<file path="src/rtl/core/sgi_pkg.sv">
// Shared widths and sideband types for the segment intersection pipeline.
package sgi_pkg;

    localparam int unsigned CoordW = 32;           // Q16.16 coordinate
    localparam int unsigned DiffW  = CoordW + 1;   // coordinate difference
    localparam int unsigned ProdW  = 2 * DiffW;    // difference product
    localparam int unsigned DistW  = ProdW + 1;    // d1, d2, dot products, |e|^2
    localparam int unsigned SumW   = DistW + 1;    // |d1| + |d2|
    localparam int unsigned FracW  = 32;           // Q0.32 fraction

    // sideband carried alongside the interpolation lanes
    typedef struct packed {
        logic                     kill;
        logic                     neg_x;
        logic                     neg_y;
        logic signed [CoordW-1:0] bx1;
        logic signed [CoordW-1:0] by1;
        logic signed [CoordW-1:0] ax1;
        logic signed [CoordW-1:0] ay1;
        logic signed [DiffW-1:0]  ex;
        logic signed [DiffW-1:0]  ey;
        logic [DistW-1:0]         den;
    } t_lerp_sb;

    // sideband carried alongside the along_a divider
    typedef struct packed {
        logic                     kill;
        logic signed [CoordW-1:0] px;
        logic signed [CoordW-1:0] py;
        logic [FracW-1:0]         tq;
    } t_frac_sb;

endpackage

</file>
<file path="src/rtl/core/sgi_delay.sv">
// Enabled shift-register delay line with synchronous reset.
module sgi_delay #(
    parameter int unsigned W = sgi_pkg::CoordW,
    parameter int unsigned D = sgi_pkg::DiffW
) (
    input  logic         i_clk,
    input  logic         i_rst_n,
    input  logic         i_en,
    input  logic [W-1:0] i_d,
    output logic [W-1:0] o_q
);

    logic [W-1:0] r_q [D];

    always_ff @(posedge i_clk) begin
        if (!i_rst_n) begin
            for (int k = 0; k < D; k++) r_q[k] <= '0;
        end else if (i_en) begin
            r_q[0] <= i_d;
            for (int k = 1; k < D; k++) r_q[k] <= r_q[k-1];
        end
    end

    assign o_q = r_q[D-1];

endmodule

</file>
<file path="config.mk">
export PLATFORM = sky130hd
export DESIGN_NAME = sgi_delay
export DESIGN_NICKNAME = d
export VERILOG_FILES = /design/src/rtl/core/sgi_pkg.sv /design/src/rtl/core/sgi_delay.sv
export SDC_FILE = /design/constraint.sdc
export NUM_CORES = 1
export LEC_CHECK = 0
export BUFFER_PORTS_ARGS = -buffer_cell sky130_fd_sc_hd__buf_2
export CORE_MARGIN = 2
export CORE_UTILIZATION = 45
export CTS_BUF_LIST = sky130_fd_sc_hd__clkbuf_16
export DETAILED_ROUTE_END_ITERATION = 6
export PLACE_DENSITY = 0.64
export SLEW_MARGIN = 20
export SYNTH_ARGS = -nofsm -noshare
export SYNTH_HDL_FRONTEND = slang
export SYNTH_SLANG_ARGS = --single-unit
</file>
<file path="constraint.sdc">
create_clock -name i_clk -period 62 [get_ports i_clk]
set_clock_uncertainty 0.05 [all_clocks]
set_input_delay 12.4 -clock i_clk [delete_from_list [all_inputs] [get_ports i_clk]]
set_output_delay 12.4 -clock i_clk [all_outputs]
set_load 0.02 [all_outputs]
</file>
======== Yosys cells after proc, flatten, opt, wreduce, memory -nomap -nowiden ========
Memories as Yosys holds them, arrays and structs flattened.
Index checks and enable logic that the tools add are counted.
storage, ports and cells
  register bits after elaboration ......... 0
  memory bits (writable) .................. 1056
  input port bits ......................... 35
  output and inout bits ................... 32
  logic and storage cells ................. 71
  memories kept ........................... 1
memories
  memory  depth  width  read ports  clocked after memory_dff  wr ports  line             text
  r_q     33     32     33          0                         33        sgi_delay.sv:13  logic [W-1:0] r_q [D];
cells by class
  muxes and demuxes ....................... 37
  bitwise logic cells ..................... 33
operators with widths
  cell               count
  32-bit 2-to-1 mux  33
  1-bit OR           33
  1-bit 2-to-1 mux   4

======== Depth between registers and ports, before layout ========
Gate-level depths: netlist (run 1).
  depth in word-level cells ............... 4
  depth in mapped cells ................... 4
  gate-level depth less buffers ........... 1

======== Worst setup path before layout (run 1) ========
OpenSTA, ideal clock, no wires.
  path kind ............................... input to register
  start ................................... input i_en
  end ..................................... memory r_q[0][0] (netlist bit) (enable)
  setup time .............................. 1.627 ns
  data arrival time ....................... 38.000 ns
  required time ........................... 60.323 ns
  setup slack ............................. 22.323 ns
  stages .................................. 3
  buffers on the path ..................... 2
  cell sequence ........................... buf_2 -> clkbuf_2 -> nand2b_1
RTL lines
  element             line             text
  start: declaration  sgi_delay.sv:8   input logic i_en,
  end: declaration    sgi_delay.sv:13

==> out/results.tsv, run 1 <==
stage	metric	value	unit
clocking	cts_sinks	1056	
detailed_routing	drt_drc_violations_left	0	
min_path	min-delay-path-class	reg -> reg	
grt	antenna_found_initial	0	
clocking	cts_made_buffers	100	
logic_synthesis	post-synth-top-area-cell	sky130_fd_sc_hd__edfxtp_1	
clocking	h_tree_level_count	3	
sta	finalSetupViolations	0	
pwr	peakVddDrop	23.5	uV
detailed_routing	postRouteWirelength	52800	um
flow_run	timing.max_cap.violations	0	
clocking	cts_repair_resize_count	0	
outcome	run_status	complete, no violations	
finish	layout_cells_sized_above_1	9.76	%
clocking	source_to_sink_clock_delay_at_the_later_pin_of_the_worst_skew_pair	0.64	ns
sta	tns	0	ns
pwr	cellPowerDensity	34.0	nW/um^2
grt	gr-total-overflow	0	
worst_setup_path	cell_breakdown_of_the_critical_path	buf_8 > nand2b_4 > buf_12 > buf_16 > buf_4 > buf_4	
logic_synthesis	netlist_top_cells_area	sky130_fd_sc_hd__edfxtp_1, sky130_fd_sc_hd__and3_1, sky130_fd_sc_hd__buf_2	
worst_setup_path	criticalPathCategory	in -> reg	
clocking	cts_setup_buffers	0	
grt	vias_in_the_first_global_route	18000	
logic_synthesis	yosysSeqAreaShare	80.4	%
clocking	clk_pin_slew	0.06	ns
finish	largest_reg_flops	1056	
floorplan	core_area	86800	sq um
sta	fmax	61.1	MHz
worst_setup_path	critical_path.max_stage_delay	0.88	ns
sta	post-route-worst-setup-slack	45.62	ns
finish	antenna_cells	0	
finish	top_registers	r_q x1056	
place	dpl.hpwl	23100	um
sta	max_slew_margin	29.2	%
finish	finalNonFillerCells	3543	
detailed_routing	drt-initial-drc-count	1562	
detailed_routing	drt-vias-per-instance	5.17	
place	place_worst_setup_slack	44.90	ns
clocking	cts_hold_buffers	0	
floorplan	ios	67	
floorplan	floorplan.rows	108	
floorplan	die_y	300	um
logic_synthesis	synth-warning-count	0	
worst_setup_path	worstSetupEndpointType	flip-flop	
floorplan	initial_utilization	45.5	%
detailed_routing	drtAntennaViolNets	0	
clocking	cts_buffer_depth	3	
floorplan	die_area	90000	sq um
worst_setup_path	critical_path_arrival	16.58	ns
logic_synthesis	post_synth_inst_count	2347	
grt	wire_length_of_the_first_global_routing_pass	88500	um
logic_synthesis	netlist-cell-type-count	7	
logic_synthesis	yosys.area.top_type_share	80.4	%
detailed_routing	wire_per_inst	14.9	um
sta	worstMarginPinSlew	1.06	ns
detailed_routing	dr_total_vias	18300	
sta	min_period	16.38	ns
logic_synthesis	synth_nets	2382	
place	buffer_ports.inserted	66	
clocking	clockRootBuffer	sky130_fd_sc_hd__clkbuf_16	
worst_setup_path	critPathMaxFanout	152	
logic_synthesis	synth_area	39400	sq um
floorplan	die-width	300	um
place	place_inst	3359	
worst_setup_path	critPathSlowestCell	sky130_fd_sc_hd__buf_4	
finish	most_used_cells_in_the_layout_excluding_fill_and_tap_cells	sky130_fd_sc_hd__and3_1, sky130_fd_sc_hd__edfxtp_1, sky130_fd_sc_hd__clkbuf_16, sky130_fd_sc_hd__buf_2, sky130_fd_sc_hd__inv_1	
detailed_routing	router_iterations_before_antenna_repair	5	
sta	rsz0062_at_grt	false	
finish	syn_to_final_growth	10.7	%
sta	hold_violations	0	
logic_synthesis	postSynthRegisterBits	1056	
finish	finalNetCount	2344	
finish	largest_register	r_q	
worst_setup_path	crit_top_cell	sky130_fd_sc_hd__buf_4	
grt	grtUsageTotal	11.5	%
worst_setup_path	setup.worst_path.start_class	input pin	
logic_synthesis	synth.avg_cell_area	16.8	sq um
sta	timing_max_transition_violations_final	0	
sta	timing.final.crit_share	26.4	%
clocking	cts_tree	built	
grt	pin_count_of_the_biggest_net_entering_global_routing	206	
pwr	leakage	0.0200	uW
worst_setup_path	required_time_of_the_worst_setup_path	62.20	ns
place	gpl.final_weighted_congestion	0.677	
report_power, final:
group | internal (uW) | switching, uW | total [uW] | leakage [uW]
Clock | 348 | 249 | 596 | 0.00167
Combinational | 13.4 | 34.3 | 47.7 | 0.00663
Sequential | 831 | 9.03 | 841 | 0.0117
Total | 1190 | 292 | 1480 | 0.0200
per-stage QoR:
stage	util (%)	power [uW]	cell area (sq um)	hold WS, ns
6_report	50.3	1480	43700	0.495
5_1_grt	50.3	1540	43700	0.510
3_3_place_gp	46.5	901	40300	0.486
2_1_floorplan	-	931	39400	0.485
4_1_cts	50.2	1500	43600	0.497
3_5_place_dp	46.5	904	40300	0.492
per-layer routing:
metal / track usage [%] / part of all wire [%] / wire, um
met3: 2.22 / 2.8 / 1490
met4: 3.46 / 1.9 / 1010
met1: 16.1 / 48 / 25100
met5: 0 / 0 / 0
met2: 18.5 / 48 / 25200
critical path: cells and delay by family:
| kind | cells | cell delay (ns) |
|---|---|---|
| buf+inv | 5 | 3.09 |
| simple gates | 1 | 0.75 |
final timing paths:
path / from / to / slack [ns] / depth (start not counted)
worst max-delay path: i_en / r_q[0][93] / 45.62 / 6
worst min-delay path: r_q[0][162] / r_q[0][194] / 0.49 / 1
worst max register to register: r_q[0][238] / r_q[0][270] / 61.11 / 1
worst min register to register: r_q[0][162] / r_q[0][194] / 0.49 / 1
area by class of cell:
class | count | area, sq um
well taps | 1155 | 1450
fillers | 7062 | 43100
multi-input cells | 1057 | 6620
clock inverters | 79 | 689
repair buffers | 94 | 641
clock buffers | 102 | 2550
flip-flops and latches | 1056 | 31700
synthesized netlist by cell type:
cell	number
sky130_fd_sc_hd__and3_1	1056
sky130_fd_sc_hd__edfxtp_1	1056
sky130_fd_sc_hd__buf_2	164
sky130_fd_sc_hd__clkbuf_1	60
sky130_fd_sc_hd__buf_4	9
sky130_fd_sc_hd__clkbuf_2	1
sky130_fd_sc_hd__nand2b_1	1
logic make-up after synthesis:
family        share of synthesized area [%]
buf+inv                                2.84
flops                                  80.4
simple gates                           16.8
Power figures use the tool's default switching activity.
==> run 2: changes to the inputs <==
--- a/config.mk
+++ b/config.mk
@@ -5,6 +5,7 @@
 export SDC_FILE = /design/constraint.sdc
 export NUM_CORES = 1
 export LEC_CHECK = 0
+export ABC_AREA = 1
 export BUFFER_PORTS_ARGS = -buffer_cell sky130_fd_sc_hd__buf_2
 export CORE_MARGIN = 2
 export CORE_UTILIZATION = 45
==> constraint.sdc (replaced) <==
create_clock -name i_clk -period 15.5 [get_ports i_clk]
set_clock_uncertainty 0.05 [all_clocks]
set_input_delay 3.1 -clock i_clk [delete_from_list [all_inputs] [get_ports i_clk]]
set_output_delay 3.1 -clock i_clk [all_outputs]
set_load 0.02 [all_outputs]
==> run 2 against run 1 <==
Combinational power increased to 8.3 times the previous value. Design area is 20% higher. Final cell count increased by 38%. Critical path depth stayed put. Synthesized cell count is 40% higher. Via count rose by 9.3%. Sequential cell count stayed put. Register-to-register slack got worse by 46 ns. Setup slack worse by 36 ns. Die area up 23%. Synthesized area rose by 23%. Critical path type unchanged.
==> out/results.tsv, run 2 <==
stage	metric	value	unit	change
finish	largest_register	r_q		
outcome	run_status	complete, no violations		
worst_setup_path	critical_path_arrival	6.59	ns	-9.99 ns
place	place_inst	4671		+39%
finish	finalNetCount	3411		+46%
clocking	cts_repair_resize_count	0		unchanged
logic_synthesis	post_synth_inst_count	3288		+40%
detailed_routing	drt-vias-per-instance	4.11		-21%
pwr	leakage	0.0184	uW	-7.9%
finish	multi_input_comb_area	10800	sq um	+63%
worst_setup_path	critPathMaxFanout	84		-45%
sta	max_slew_margin	26.9	%	-2.3 points
floorplan	ios	67		unchanged
sta	min_period	6.27	ns	
logic_synthesis	netlist_top_cells_area	sky130_fd_sc_hd__edfxtp_1, sky130_fd_sc_hd__nor2_4, sky130_fd_sc_hd__inv_1		
flow_run	timing.max_cap.violations	0		unchanged
sta	tns	0	ns	unchanged
place	gpl.final_weighted_congestion	0.637		-5.9%
logic_synthesis	synthArstFlopShare	0	%	unchanged
sta	hold_violations	0		unchanged
worst_setup_path	cell_breakdown_of_the_critical_path	buf_2 > nand2_8 > buf_12 > buf_4 > buf_12 > nor2_1		
worst_setup_path	criticalPathCategory	in -> reg		
clocking	clockRootBuffer	sky130_fd_sc_hd__clkbuf_16		
sta	timing_max_transition_violations_final	0		unchanged
logic_synthesis	synth.avg_cell_area	14.7	sq um	-12%
sta	timing.final.crit_share	40.4	%	
clocking	cts_buffer_depth	3		unchanged
finish	most_used_cells_in_the_layout_excluding_fill_and_tap_cells	sky130_fd_sc_hd__inv_1, sky130_fd_sc_hd__edfxtp_1, sky130_fd_sc_hd__nor2_4, sky130_fd_sc_hd__nor2_1, sky130_fd_sc_hd__clkbuf_16		
floorplan	die_y	332	um	+11%
detailed_routing	drt-initial-drc-count	1247		-20%
logic_synthesis	yosys.area.top_type_share	65.4	%	-15 points
place	dpl.hpwl	24700	um	+6.8%
min_path	min-delay-path-class	reg -> reg		
clocking	cts_hold_buffers	0		unchanged
logic_synthesis	synth_flop_cell	sky130_fd_sc_hd__edfxtp_1		
worst_setup_path	required_time_of_the_worst_setup_path	15.83	ns	-46.37 ns
worst_setup_path	critical_path.max_stage_delay	0.94	ns	+0.06 ns
finish	largest_reg_flops	1056		unchanged
place	dpl-instance-area	48800	sq um	+21%
floorplan	die_area	110000	sq um	+23%
logic_synthesis	post-synth-top-area-cell	sky130_fd_sc_hd__edfxtp_1		
grt	wire_length_of_the_first_global_routing_pass	89300	um	+0.87%
finish	top_registers	r_q x1056		
logic_synthesis	synthMostInstantiatedCell	sky130_fd_sc_hd__inv_1		
finish	layout_cells_sized_above_1	32.9	%	+23 points
worst_setup_path	worstSetupEndpointType	flip-flop		
finish	post-route-util	48.8	%	-1.6 points
detailed_routing	router_iterations_before_antenna_repair	4		-1
finish	finalNonFillerCells	4872		+38%
worst_setup_path	critPathSlowestCell	sky130_fd_sc_hd__buf_4		
clocking	cts_tree	built		
worst_setup_path	crit_family	buffers and inverters		
floorplan	die-width	332	um	+11%
finish	area.sequential	31700	sq um	unchanged
detailed_routing	wire_per_inst	10.2	um	-31%
detailed_routing	dr_total_vias	20000		+9.3%
clocking	cts_made_buffers	106		+6.0%
clocking	cts_sinks	1056		unchanged
finish	fill_cells	9108		+29%
logic_synthesis	postSynthRegisterBits	1056		unchanged
finish	syn_to_final_growth	7.63	%	
logic_synthesis	yosysSeqAreaShare	65.4	%	-15 points
clocking	h_tree_level_count	3		unchanged
floorplan	initial_utilization	45.3	%	-0.16 points
detailed_routing	drt_drc_violations_left	0		unchanged
clocking	cts_setup_buffers	0		unchanged
logic_synthesis	synth_nets	3323		+40%
pwr	peakVddDrop	100	uV	+330%
floorplan	floorplan.rows	120		+11%
logic_synthesis	synth_area	48500	sq um	+23%
grt	vias_in_the_first_global_route	20100		+12%
sta	rsz0062_at_grt	false		
logic_synthesis	post_synth_edffs	1056		unchanged
logic_synthesis	netlist-cell-type-count	8		+1
sta	finalSetupViolations	0		unchanged
sta	fmax	160	MHz	
detailed_routing	drtAntennaViolNets	0		unchanged
sta	worstMarginPinSlew	1.10	ns	+0.0350 ns
place	buffer_ports.inserted	66		unchanged
place	place_worst_setup_slack	8.53	ns	-36.37 ns
worst_setup_path	crit_top_cell	sky130_fd_sc_hd__buf_12		
sta	post-route-worst-setup-slack	9.23	ns	-36.39 ns
logic_synthesis	netlist_top_cells_count	sky130_fd_sc_hd__inv_1, sky130_fd_sc_hd__edfxtp_1, sky130_fd_sc_hd__nor2_4		
worst_setup_path	regToRegSetupSlack	14.62	ns	-46.49 ns
grt	gr-total-overflow	0		unchanged
grt	grtUsageTotal	9.42	%	-2.1 points
grt	antenna_found_initial	0		unchanged
worst_setup_path	setup.worst_path.start_class	input pin		
detailed_routing	postRouteWirelength	49900	um	-5.5%
finish	post-route-cell-area	52200	sq um	+20%
pwr	cellPowerDensity	119	nW/um^2	+250%
floorplan	core_area	107000	sq um	+23%
finish	mostFrequentLayoutCell	sky130_fd_sc_hd__inv_1		
clocking	clk_pin_slew	0.06	ns	about the same
finish	antenna_cells	0		unchanged
clocking	source_to_sink_clock_delay_at_the_later_pin_of_the_worst_skew_pair	0.66	ns	+0.02 ns
worst_setup_path	cp_num_buf_inv	4		-1
grt	pin_count_of_the_biggest_net_entering_global_routing	183		-11%
logic_synthesis	synth-warning-count	0		unchanged
-- run 2: tightest hold or removal path, delay by kind of cell, from the launching register on --
kind	cells	cell delay, ns
DFF	1	0.32
and+or+nand+nor	1	0.08
buffers and inverters	1	0.03
-- run 2: metal layers --
metal	GRT usage, %	wire, um
met1	11.2	21200
met3	2.06	1640
met2	16.8	25500
met5	0	0
met4	3.49	1540
-- run 2: area by class of cell --
type | instances | area share [%]
flip-flops and latches | 1056 | 60.8
multi-input cells | 1058 | 20.6
inverters | 1057 | 7.60
clock buffers | 107 | 5.13
well taps | 1403 | 3.36
clock inverters | 94 | 1.28
repair buffers | 97 | 1.26
-- run 2: logic make-up after synthesis --
kind of cell  share of synthesized area [%]
flops                                  65.4
buf+inv                                12.5
simple gates                           22.1
-- run 2: power by group --
part | switching [uW] | total, uW | internal, uW
logic | 298 | 396 | 98.6
clock network | 1040 | 2430 | 1390
registers | 40.9 | 3370 | 3330
-- run 2: path summary, 6_finish.rpt --
check                            startpoint           to  cells past startpoint
worst max register to register  r_q[0][352]  r_q[0][384]                      2
worst min register to register  r_q[0][964]  r_q[0][996]                      2
worst max-delay path                i_rst_n   r_q[0][75]                      6
worst min-delay path            r_q[0][964]  r_q[0][996]                      2
-- run 2: metrics by stage --
stage / hold WS, ns / total power (uW)
CTS: 0.489 / 6300
floorplan: 0.469 / 3860
global placement: 0.470 / 3820
detailed placement: 0.481 / 3840
global route: 0.507 / 6450
finish: 0.488 / 6190
